`src/fms_pkg.sv`:
```
`default_nettype none
package fms_pkg;

  typedef enum logic [3:0] {
    MODE_FLYING  = 4'b0001,
    MODE_LANDING = 4'b0010,
    MODE_LANDED  = 4'b0100,
    MODE_STARTUP = 4'b1000
  } mode_e;

  localparam logic [1:0] STATUS_FLYING  = 2'd0;
  localparam logic [1:0] STATUS_LANDING = 2'd1;
  localparam logic [1:0] STATUS_LANDED  = 2'd2;
  localparam logic [1:0] STATUS_STARTUP = 2'd3;

  localparam logic [1:0] REG_LANDED_THRESHOLD = 2'd0;
  localparam logic [1:0] REG_ALTITUDE_STEP    = 2'd1;
  localparam logic [1:0] REG_YAW_STEP         = 2'd2;
  localparam logic [1:0] REG_ALTITUDE_LIMIT   = 2'd3;

  localparam logic [6:0] LANDED_THRESHOLD_RST = 7'd5;
  localparam logic [5:0] ALTITUDE_STEP_RST    = 6'd10;
  localparam logic [7:0] YAW_STEP_RST         = 8'd15;
  localparam logic [6:0] ALTITUDE_LIMIT_RST   = 7'd100;

  localparam int unsigned CFG_DATA_W = 8;

  typedef struct packed {
    logic [6:0] landed_threshold;
    logic [5:0] altitude_step;
    logic [7:0] yaw_step;
    logic [6:0] altitude_limit;
  } cfg_t;

  typedef struct packed {
    logic              operation;
    logic              mode_switch_up;
    logic              up_pushed;
    logic              down_pushed;
    logic              left_pushed;
    logic              right_pushed;
    logic              yaw_ref_found;
    logic signed [7:0] altitude_percent;
  } item_t;

  typedef struct packed {
    logic [1:0]         flight_status;
    logic [6:0]         altitude_setpoint;
    logic signed [15:0] yaw_setpoint;
    logic               start_motors;
    logic               stop_motors;
    logic               transition_busy;
    logic               motors_active;
    logic               tail_search_mode;
  } result_t;

  function automatic logic [1:0] mode_code(mode_e m);
    logic [1:0] c;
    unique case (m)
      MODE_FLYING:  c = STATUS_FLYING;
      MODE_LANDING: c = STATUS_LANDING;
      MODE_LANDED:  c = STATUS_LANDED;
      MODE_STARTUP: c = STATUS_STARTUP;
      default:      c = STATUS_LANDED;
    endcase
    return c;
  endfunction

  // saturating yaw step, sub selects subtraction
  function automatic logic signed [15:0] yaw_add(logic signed [15:0] yaw, logic [7:0] step,
                                                 logic sub);
    logic signed [16:0] s;
    logic signed [16:0] d;
    logic signed [15:0] r;
    d = $signed({9'd0, step});
    s = sub ? (17'(yaw) - d) : (17'(yaw) + d);
    if (s > 17'sd32767) begin
      r = 16'sh7FFF;
    end else if (s < -17'sd32768) begin
      r = 16'sh8000;
    end else begin
      r = s[15:0];
    end
    return r;
  endfunction

endpackage
`default_nettype wire

```
`src/flight_mode_sequencer.sv`:
```
// Flight mode sequencer.
// Pipeline: input register, then the combinational core, then the result register.
// Throughput: one item per cycle unless out_stall_i holds a valid result;
// the mode and setpoint update is a single combinational pass.
// Reset (rst_ni low, async): mode landed, setpoints zero, config registers to defaults,
// both pipeline registers empty.
`default_nettype none
module flight_mode_sequencer import fms_pkg::*; (
  input  wire logic                  clk_i,
  input  wire logic                  rst_ni,
  input  wire logic                  cfg_we_i,
  input  wire logic [1:0]            cfg_addr_i,
  input  wire logic [CFG_DATA_W-1:0] cfg_wdata_i,
  input  wire logic                  in_valid_i,
  output logic                       in_stall_o,
  input  wire logic                  operation_i,
  input  wire logic                  mode_switch_up_i,
  input  wire logic                  up_pushed_i,
  input  wire logic                  down_pushed_i,
  input  wire logic                  left_pushed_i,
  input  wire logic                  right_pushed_i,
  input  wire logic                  yaw_ref_found_i,
  input  wire logic signed [7:0]     altitude_percent_i,
  output logic                       out_valid_o,
  input  wire logic                  out_stall_i,
  output logic [1:0]                 flight_status_o,
  output logic [6:0]                 altitude_setpoint_o,
  output logic signed [15:0]         yaw_setpoint_o,
  output logic                       start_motors_o,
  output logic                       stop_motors_o,
  output logic                       transition_busy_o,
  output logic                       motors_active_o,
  output logic                       tail_search_mode_o
);

  cfg_t    cfg;
  item_t   item_in, item_q;
  result_t res_d, res_q;
  logic    item_valid;
  logic    advance;
  logic    fire;

  always_comb begin
    item_in.operation        = operation_i;
    item_in.mode_switch_up   = mode_switch_up_i;
    item_in.up_pushed        = up_pushed_i;
    item_in.down_pushed      = down_pushed_i;
    item_in.left_pushed      = left_pushed_i;
    item_in.right_pushed     = right_pushed_i;
    item_in.yaw_ref_found    = yaw_ref_found_i;
    item_in.altitude_percent = altitude_percent_i;
  end

  assign fire = item_valid && advance;

  fms_cfg u_cfg (
    .clk_i       (clk_i),
    .rst_ni      (rst_ni),
    .cfg_we_i    (cfg_we_i),
    .cfg_addr_i  (cfg_addr_i),
    .cfg_wdata_i (cfg_wdata_i),
    .cfg_o       (cfg)
  );

  fms_in_reg u_in_reg (
    .clk_i      (clk_i),
    .rst_ni     (rst_ni),
    .in_valid_i (in_valid_i),
    .in_stall_o (in_stall_o),
    .item_i     (item_in),
    .advance_i  (advance),
    .valid_o    (item_valid),
    .item_o     (item_q)
  );

  fms_core u_core (
    .clk_i  (clk_i),
    .rst_ni (rst_ni),
    .cfg_i  (cfg),
    .fire_i (fire),
    .item_i (item_q),
    .res_o  (res_d)
  );

  fms_out_reg u_out_reg (
    .clk_i       (clk_i),
    .rst_ni      (rst_ni),
    .fire_i      (fire),
    .res_i       (res_d),
    .out_stall_i (out_stall_i),
    .advance_o   (advance),
    .out_valid_o (out_valid_o),
    .res_o       (res_q)
  );

  assign flight_status_o     = res_q.flight_status;
  assign altitude_setpoint_o = res_q.altitude_setpoint;
  assign yaw_setpoint_o      = res_q.yaw_setpoint;
  assign start_motors_o      = res_q.start_motors;
  assign stop_motors_o       = res_q.stop_motors;
  assign transition_busy_o   = res_q.transition_busy;
  assign motors_active_o     = res_q.motors_active;
  assign tail_search_mode_o  = res_q.tail_search_mode;

endmodule
`default_nettype wire

```
`src/fms_cfg.sv`:
```
`default_nettype none
module fms_cfg import fms_pkg::*; (
  input  wire logic                  clk_i,
  input  wire logic                  rst_ni,
  input  wire logic                  cfg_we_i,
  input  wire logic [1:0]            cfg_addr_i,
  input  wire logic [CFG_DATA_W-1:0] cfg_wdata_i,
  output cfg_t                       cfg_o
);

  cfg_t cfg_q;

  always_ff @(posedge clk_i or negedge rst_ni) begin
    if (!rst_ni) begin
      cfg_q.landed_threshold <= LANDED_THRESHOLD_RST;
      cfg_q.altitude_step    <= ALTITUDE_STEP_RST;
      cfg_q.yaw_step         <= YAW_STEP_RST;
      cfg_q.altitude_limit   <= ALTITUDE_LIMIT_RST;
    end else if (cfg_we_i) begin
      unique case (cfg_addr_i)
        REG_LANDED_THRESHOLD: cfg_q.landed_threshold <= cfg_wdata_i[6:0];
        REG_ALTITUDE_STEP:    cfg_q.altitude_step    <= cfg_wdata_i[5:0];
        REG_YAW_STEP:         cfg_q.yaw_step         <= cfg_wdata_i[7:0];
        REG_ALTITUDE_LIMIT:   cfg_q.altitude_limit   <= cfg_wdata_i[6:0];
        default: ;
      endcase
    end
  end

  assign cfg_o = cfg_q;

endmodule
`default_nettype wire

```
`src/fms_in_reg.sv`:
```
`default_nettype none
module fms_in_reg import fms_pkg::*; (
  input  wire logic  clk_i,
  input  wire logic  rst_ni,
  input  wire logic  in_valid_i,
  output logic       in_stall_o,
  input  wire item_t item_i,
  input  wire logic  advance_i,
  output logic       valid_o,
  output item_t      item_o
);

  logic  valid_q;
  item_t item_q;
  logic  load;

  assign in_stall_o = valid_q && !advance_i;
  assign load       = in_valid_i && !in_stall_o;

  always_ff @(posedge clk_i or negedge rst_ni) begin
    if (!rst_ni) begin
      valid_q <= 1'b0;
    end else if (load) begin
      valid_q <= 1'b1;
    end else if (advance_i) begin
      valid_q <= 1'b0;
    end
  end

  always_ff @(posedge clk_i) begin
    if (load) begin
      item_q <= item_i;
    end
  end

  assign valid_o = valid_q;
  assign item_o  = item_q;

endmodule
`default_nettype wire

```
`src/fms_core.sv`:
```
`default_nettype none
module fms_core import fms_pkg::*; (
  input  wire logic    clk_i,
  input  wire logic    rst_ni,
  input  wire cfg_t    cfg_i,
  input  wire logic    fire_i,
  input  wire item_t   item_i,
  output result_t      res_o
);

  mode_e              mode_q, mode_d;
  logic               busy_q, busy_d;
  logic               ref_held_q, ref_held_d;
  logic               land_seen_q, land_seen_d;
  logic [6:0]         tgt_alt_q, tgt_alt_d;
  logic signed [15:0] tgt_yaw_q, tgt_yaw_d;
  logic               start, stop;
  logic               below;

  assign below = $signed(item_i.altitude_percent) < $signed({1'b0, cfg_i.landed_threshold});

  always_comb begin
    mode_d      = mode_q;
    busy_d      = busy_q;
    ref_held_d  = ref_held_q;
    land_seen_d = land_seen_q;
    tgt_alt_d   = tgt_alt_q;
    tgt_yaw_d   = tgt_yaw_q;
    start       = 1'b0;
    stop        = 1'b0;
    if (!item_i.operation) begin
      if (item_i.mode_switch_up) begin
        if (!busy_d && (mode_d == MODE_LANDED || mode_d == MODE_LANDING) && land_seen_d) begin
          mode_d = MODE_STARTUP;
        end
      end else begin
        land_seen_d = 1'b1;
        if ((mode_d == MODE_FLYING || mode_d == MODE_STARTUP) && !busy_d) begin
          mode_d = MODE_LANDING;
        end
      end
      if (item_i.up_pushed && ({1'b0, cfg_i.altitude_step} <= cfg_i.altitude_limit)
          && (tgt_alt_d <= cfg_i.altitude_limit - {1'b0, cfg_i.altitude_step})) begin
        tgt_alt_d = tgt_alt_d + {1'b0, cfg_i.altitude_step};
      end
      if (item_i.down_pushed && (tgt_alt_d >= {1'b0, cfg_i.altitude_step})) begin
        tgt_alt_d = tgt_alt_d - {1'b0, cfg_i.altitude_step};
      end
      if (item_i.left_pushed) begin
        tgt_yaw_d = yaw_add(tgt_yaw_d, cfg_i.yaw_step, 1'b1);
      end
      if (item_i.right_pushed) begin
        tgt_yaw_d = yaw_add(tgt_yaw_d, cfg_i.yaw_step, 1'b0);
      end
    end else begin
      if (mode_d == MODE_STARTUP && !busy_d) begin
        start  = 1'b1;
        busy_d = 1'b1;
      end
      if (mode_d == MODE_STARTUP && busy_d && !ref_held_d && item_i.yaw_ref_found) begin
        ref_held_d = 1'b1;
        tgt_yaw_d  = '0;
      end
      if (mode_d == MODE_STARTUP && busy_d && ref_held_d) begin
        busy_d = 1'b0;
        mode_d = MODE_FLYING;
      end
      if (mode_d == MODE_LANDING && !busy_d) begin
        tgt_alt_d = '0;
        tgt_yaw_d = '0;
        busy_d    = 1'b1;
      end
      if (mode_d == MODE_LANDING && busy_d && below) begin
        stop   = 1'b1;
        mode_d = MODE_LANDED;
        busy_d = 1'b0;
      end
    end
  end

  always_ff @(posedge clk_i or negedge rst_ni) begin
    if (!rst_ni) begin
      mode_q      <= MODE_LANDED;
      busy_q      <= 1'b0;
      ref_held_q  <= 1'b0;
      land_seen_q <= 1'b0;
      tgt_alt_q   <= '0;
      tgt_yaw_q   <= '0;
    end else if (fire_i) begin
      mode_q      <= mode_d;
      busy_q      <= busy_d;
      ref_held_q  <= ref_held_d;
      land_seen_q <= land_seen_d;
      tgt_alt_q   <= tgt_alt_d;
      tgt_yaw_q   <= tgt_yaw_d;
    end
  end

  always_comb begin
    res_o.flight_status     = mode_code(mode_d);
    res_o.altitude_setpoint = tgt_alt_d;
    res_o.yaw_setpoint      = tgt_yaw_d;
    res_o.start_motors      = start;
    res_o.stop_motors       = stop;
    res_o.transition_busy   = busy_d;
    res_o.motors_active     = (mode_d != MODE_LANDED);
    res_o.tail_search_mode  = (mode_d == MODE_STARTUP);
  end

endmodule
`default_nettype wire

```
`src/fms_out_reg.sv`:
```
`default_nettype none
module fms_out_reg import fms_pkg::*; (
  input  wire logic    clk_i,
  input  wire logic    rst_ni,
  input  wire logic    fire_i,
  input  wire result_t res_i,
  input  wire logic    out_stall_i,
  output logic         advance_o,
  output logic         out_valid_o,
  output result_t      res_o
);

  logic    valid_q;
  result_t res_q;

  assign advance_o = !valid_q || !out_stall_i;

  always_ff @(posedge clk_i or negedge rst_ni) begin
    if (!rst_ni) begin
      valid_q <= 1'b0;
    end else if (fire_i) begin
      valid_q <= 1'b1;
    end else if (!out_stall_i) begin
      valid_q <= 1'b0;
    end
  end

  always_ff @(posedge clk_i) begin
    if (fire_i) begin
      res_q <= res_i;
    end
  end

  assign out_valid_o = valid_q;
  assign res_o       = res_q;

endmodule
`default_nettype wire

```
`config.mk`:
```
export PLATFORM = sky130hd
export DESIGN_NAME = flight_mode_sequencer
export DESIGN_NICKNAME = d
export VERILOG_FILES = /design/src/fms_pkg.sv /design/src/flight_mode_sequencer.sv /design/src/fms_cfg.sv /design/src/fms_in_reg.sv /design/src/fms_core.sv /design/src/fms_out_reg.sv
export SDC_FILE = /design/constraint.sdc
export NUM_CORES = 1
export LEC_CHECK = 0
export BUFFER_PORTS_ARGS = -buffer_cell sky130_fd_sc_hd__clkbuf_2
export CORE_ASPECT_RATIO = 1.5
export CORE_UTILIZATION = 40
export CTS_BUF_LIST = sky130_fd_sc_hd__clkbuf_4 sky130_fd_sc_hd__clkbuf_8
export CTS_CLUSTER_DIAMETER = 40
export CTS_CLUSTER_SIZE = 8
export DETAILED_ROUTE_END_ITERATION = 10
export MAX_ROUTING_LAYER = met4
export PLACE_DENSITY_LB_ADDON = 0.25
export SYNTH_ARGS = -nofsm -noshare
export SYNTH_HDL_FRONTEND = slang
export SYNTH_SLANG_ARGS = --single-unit
export TNS_END_PERCENT = 20
```
`constraint.sdc`:
```
create_clock -name clk_i -period 6.15 [get_ports clk_i]
set_input_delay 0.615 -clock clk_i [delete_from_list [all_inputs] [get_ports clk_i]]
set_output_delay 0.615 -clock clk_i [all_outputs]
set_load 0.02 [all_outputs]
```
# Word level (Yosys, flattened, before mapping)
# Index checks and enable logic that the tools add are counted.
[word_totals]
register_bits = 105
inputBits = 30
output_inout_bits = 32
word_cells = 130
[classes]
addsub = 5
order_cmp = 8
n_eq_ne = 13
muxes = 39
bitwise = 2
n_reduce_logical = 35
[op_table]
columns = ["cell", "count"]
rows = [
  ["two-way mux 16 bit", 10],
  ["two-way mux 7 bit", 5],
  ["greater-than comparator 17 x 16 -> 1 bit (second input constant)", 2],
  ["less-than comparator 17 x 16 -> 1 bit (second input constant)", 2],
  ["two-way mux 4 bit", 7],
  ["adder 16 x 9 -> 17 bit", 1],
  ["logical AND 1 bit", 17],
  ["subtractor 16 x 9 -> 17 bit", 1],
  ["two-way mux 1 bit", 16],
  ["subtractor 7 x 6 -> 7 bit", 2],
  ["== test 4 x 2 -> 1 bit (second input constant)", 3],
  ["AND reduction 2 bit", 5],
  ["== test 4 x 1 -> 1 bit (second input constant)", 2],
  ["== test 4 bit (second input constant)", 2],
  ["less-than comparator 8 bit", 1],
  ["adder 7 x 6 -> 7 bit", 1],
  [">= comparator 7 x 6 -> 1 bit", 1],
  ["less-or-equal comparator 6 x 7 -> 1 bit", 1],
  ["less-or-equal comparator 7 bit", 1],
  ["logical NOT 1 bit", 7],
  ["case mux 2 bit (3 select lines)", 1],
  ["== test 2 bit (second input constant)", 2],
  ["== test 4 x 3 -> 1 bit (second input constant)", 1],
  ["inequality test 4 x 3 -> 1 bit (second input constant)", 1],
  ["other kinds (7)", 10],
]

# Depth between registers and ports, before layout
[depth]
ltp_word = 22
mapped_depth = 27
mapped_depth_nobuf = 27

# Modules after synthesis
# A second synthesis with hierarchy kept.
[unflattened]
hier_cells = 676
hier_area_um2 = 6816.5
[by_module_without_submodules]
columns = ["module", "n_inst", "cells_per_inst", "area_each_um2", "seq_area_each_um2"]
rows = [
  ["fms_core", 1, 562, 4287.9, 752.0],
  ["fms_cfg", 1, 60, 1077.3, 714.4],
  ["fms_out_reg", 1, 33, 937.1, 925.9],
  ["fms_in_reg", 1, 20, 508.0, 475.5],
  ["flight_mode_sequencer", 1, 1, 6.3, 0.0],
]

# Worst setup path after synthesis
# Ideal clock, no wire load.
[synth_path]
path_kind = "register to register"
startpoint = "register u_cfg.cfg_q, in the netlist u_cfg.cfg_o[16]"
endpoint = "register u_out_reg.res_o[21] (netlist name)"
setup_time_ns = 0.256
arrival_ns = 4.890
t_required_ns = 5.894
setup_slack_ns = 1.004
stages_incl_launch_ff = 24
path_buffers = 0
synth_period_minus_slack_ns = 5.146
path_cell_list = "dfstp_2 -> inv_1 -> ha_1 -> nor2b_1 -> o21a_1 -> o21ai_0 -> nand2b_1 -> a21oi_1 -> xor2_1 -> ha_1 -> o21ai_0 -> a21o_1 -> a21oi_1 -> nor2_1 -> mux2_2 -> ha_1 -> a21oi_1 -> o21ai_0 -> and2_1 -> o21ai_0 -> a21oi_1 -> o31ai_2 -> mux2i_1 -> a22o_1"
[synth_lines]
columns = ["item", "line", "rtl"]
rows = [
  ["from (decl)", "fms_cfg.sv:11", "cfg_t cfg_q;"],
]

==> reports/metrics.cfg <==
[clocking]
cts_sinks=105
post_cts_buffers=0
root_buffer=clkbuf_8
cts_max_level=3
cts_hold_buf=0
cts.clk_slew.worst_paths_ps=100
cts_buffers=9
clk_path_buf_depth=2
cts_tree=done
clock_latency_ps=380

[sta]
fin_skew_ps=16.7
slew-limit-headroom_pct=35.0
finalHoldViolCount=0
rsz0062_at_grt=no
drv_slew=0
finalSetupViolations=0
max_freq_ghz=0.178
setup_tns_ps=0
whs_ps=399
tightest_slew_ps=972
min_period_over_period_pct=91.3
period_needed_ps=5610

[die]
dieArea_sq_mm=0.0186
rows=59
start_util_pct=41.3
core_sq_mm=0.0175
die_h_microns=167
io-pin-count=62
die_w_microns=112

[grt]
antenna_found_initial=0
grtUsageMet3_pct=2.33
grt_max_degree=61
grt_pass1_vias=5997
use_met1_pct=24.0
grt-ovfl-total=0
grt_pass1_wl_microns=30300
grt.busiest_layer=met2
met2_usage_pct=37.8
track_usage_pct=21.2

[power_and_ir_drop]
p_clk_share_pct=10.9
p_int_uw=2160
p_leak_uw=0.00334
powerDensity_mw_per_mm2=508
switchingPower_uw=1880
power_frac_comb_pct=60.5
total_power_uw=4050
ir_drop_v=0.000153
power_switching_share_pct=46.6
seqPwrFrac_pct=28.6

[finish]
fillers=1690
mostFrequentLayoutCells=nand2_1, clkbuf_2, o21ai_0
syn2layout_area_growth_pct=10.2
layout_commonest_cell=nand2_1
multi_input_area_sq_mm=0.00407
fin_area_sq_mm=0.00796
regArea_sq_mm=0.00287
nets=883
fin_util_pct=45.5
drive_gt1_share_pct=20.7
antenna_cells=0

[yosys]
synth_warnings=0
synth_fp_nets=826
yosys.cell_types.count=84
yosysSeqAreaShare_pct=39.7
netlist_instances=744
synth-seq-cells=105
async_flop_share_pct=57.1
synth-edff-count=45
synth_area_sq_mm=0.00723
synthesis.area_per_instance_sq_um=9.72
ys.flop_type=dfrtp_1

[place]
place_congestion=0.911
hpwl_microns=14100
io_buffers=61
dpl_cell_area_sq_mm=0.00775

[critical_path]
end_kind=flip-flop
critPathLaunchType=flip-flop
crit_type=reg2reg
r2r_slack_ps=540
crit_fanout=6
crit_arrival_ps=5730
critPathRequiredTime_ps=6270

[drt]
first_pass_iters=10
routed-via-count=5834
drt_iter0_markers=371
ant_nets=0
via_per_inst=5.73
wl_microns=18400
wl_per_cell_microns=18.0
drc=2

[run_status]
status=finished with violations
failed_checks=DRC

[hold_path]
hold_path_class=in2async

[run]
maxCapViolCount=0

-- path summary, 6_finish.rpt --
| path | startpoint | to | cells past startpoint |
|---|---|---|---|
| worst min-delay path | rst_ni | u_cfg.cfg_o[17] | 2 |
| min in group clk_i | mode_switch_up_i | u_in_reg.item_o[13] | 1 |
| worst max register to register | u_cfg.cfg_o[16] | u_out_reg.res_o[23] | 24 |
| worst max-delay path | u_cfg.cfg_o[16] | u_out_reg.res_o[23] | 24 |
| worst min register to register | u_core.land_seen_q | u_core.land_seen_q | 1 |
| max in group asynchronous | rst_ni | u_core.busy_q | 2 |
-- timing repair --
item,CTS,global route
endpoints found under the setup margin,0,13
resized for setup,0,3
hold endpoints to repair,0,0
-- critical path: stages (launching register included) --
cell and delay (ps):
dfstp_2 580, inv_1 130, ha_1 310, nor2b_1 130, o21a_1 180, o21ai_0 270, nand2b_1 100, a21oi_1 180
xor2_1 90, ha_1 300, o21ai_0 80, a21o_1 160, a21oi_1 330, nor2_4 130, mux2_2 330, ha_1 330
a21oi_1 160, o21ai_0 110, and2_1 180, o21ai_0 220, a21oi_1 170, o31ai_4 360, buf_4 210, mux2i_1 230
o21ai_0 100
-- cells by family (layout without fill, tap and decap cells) --
logic type               after synthesis  count (layout)  synth area share, %
XOR/XNOR                              25              25                 3.03
AO/OA/AOI/OAI                        225             225                 21.6
multiplexers                          37              37                 5.61
adder cells (fa/ha/maj)               52              52                 9.52
buffers and inverters                 72             134                 4.21
AND/OR/NAND/NOR                      228             228                 16.4
flip-flops                           105             105                 39.7
-- power by group through the flow --
stage,logic (uW),registers (uW),clock network [uW]
2_1_floorplan,1890,1140,0
3_3_place_gp,2400,1170,0
3_5_place_dp,2410,1170,0
4_1_cts,2430,1160,457
5_1_grt,2730,1190,478
6_report,2450,1160,442
-- synth_stat cells (all sizes together) (19+ instances only) --
library cell  instances  area (sq um)
o31ai                23           196
xnor2                19           166
a21oi                45           251
mux2                 28           315
edfxtp               45          1350
nand2                85           322
o21ai                65           348
ha                   47           588
inv                  46           173
clkbuf               19          71.3
nor2                 47           186
dfrtp                48          1200
-- state kept, by name (all words and copies together) (netlist names) --
register	flops
u_in_reg.item_o	15
u_core.mode_q	4
u_core.tgt_alt_q	7
u_core.land_seen_q	1
u_core.busy_q	1
u_cfg.cfg_o	28
u_core.tgt_yaw_q	16
u_core.ref_held_q	1
u_out_reg.res_o	30
u_out_reg.out_valid_o	1
u_in_reg.valid_o	1
-- metrics by stage --
step           instances  setup WS (ps)
2_1_floorplan        744           1000
3_3_place_gp        1003            299
3_5_place_dp        1003            219
4_1_cts             1019            180
5_1_grt             1019           51.0
6_report            1019            537
-- per-layer routing --
layer	vias up	part of all wire (%)	routed length, microns
li1	2855	-	-
met1	2807	41	7480
met2	130	53	9740
met3	42	3.2	590
met4	0	3.0	549
met5	-	0	0
-- layout make-up --
| class | instances | share of cell area (%) |
|---|---|---|
| Multi-Input combinational cell | 567 | 51.2 |
| Inverter | 46 | 2.17 |
| Timing Repair Buffer | 72 | 4.87 |
| Clock inverter | 5 | 0.691 |
| Tap cell | 213 | 3.35 |
| Clock buffer | 11 | 1.74 |
| Sequential cell | 105 | 36.0 |
Note: power is estimated with default switching activity, not from simulation.
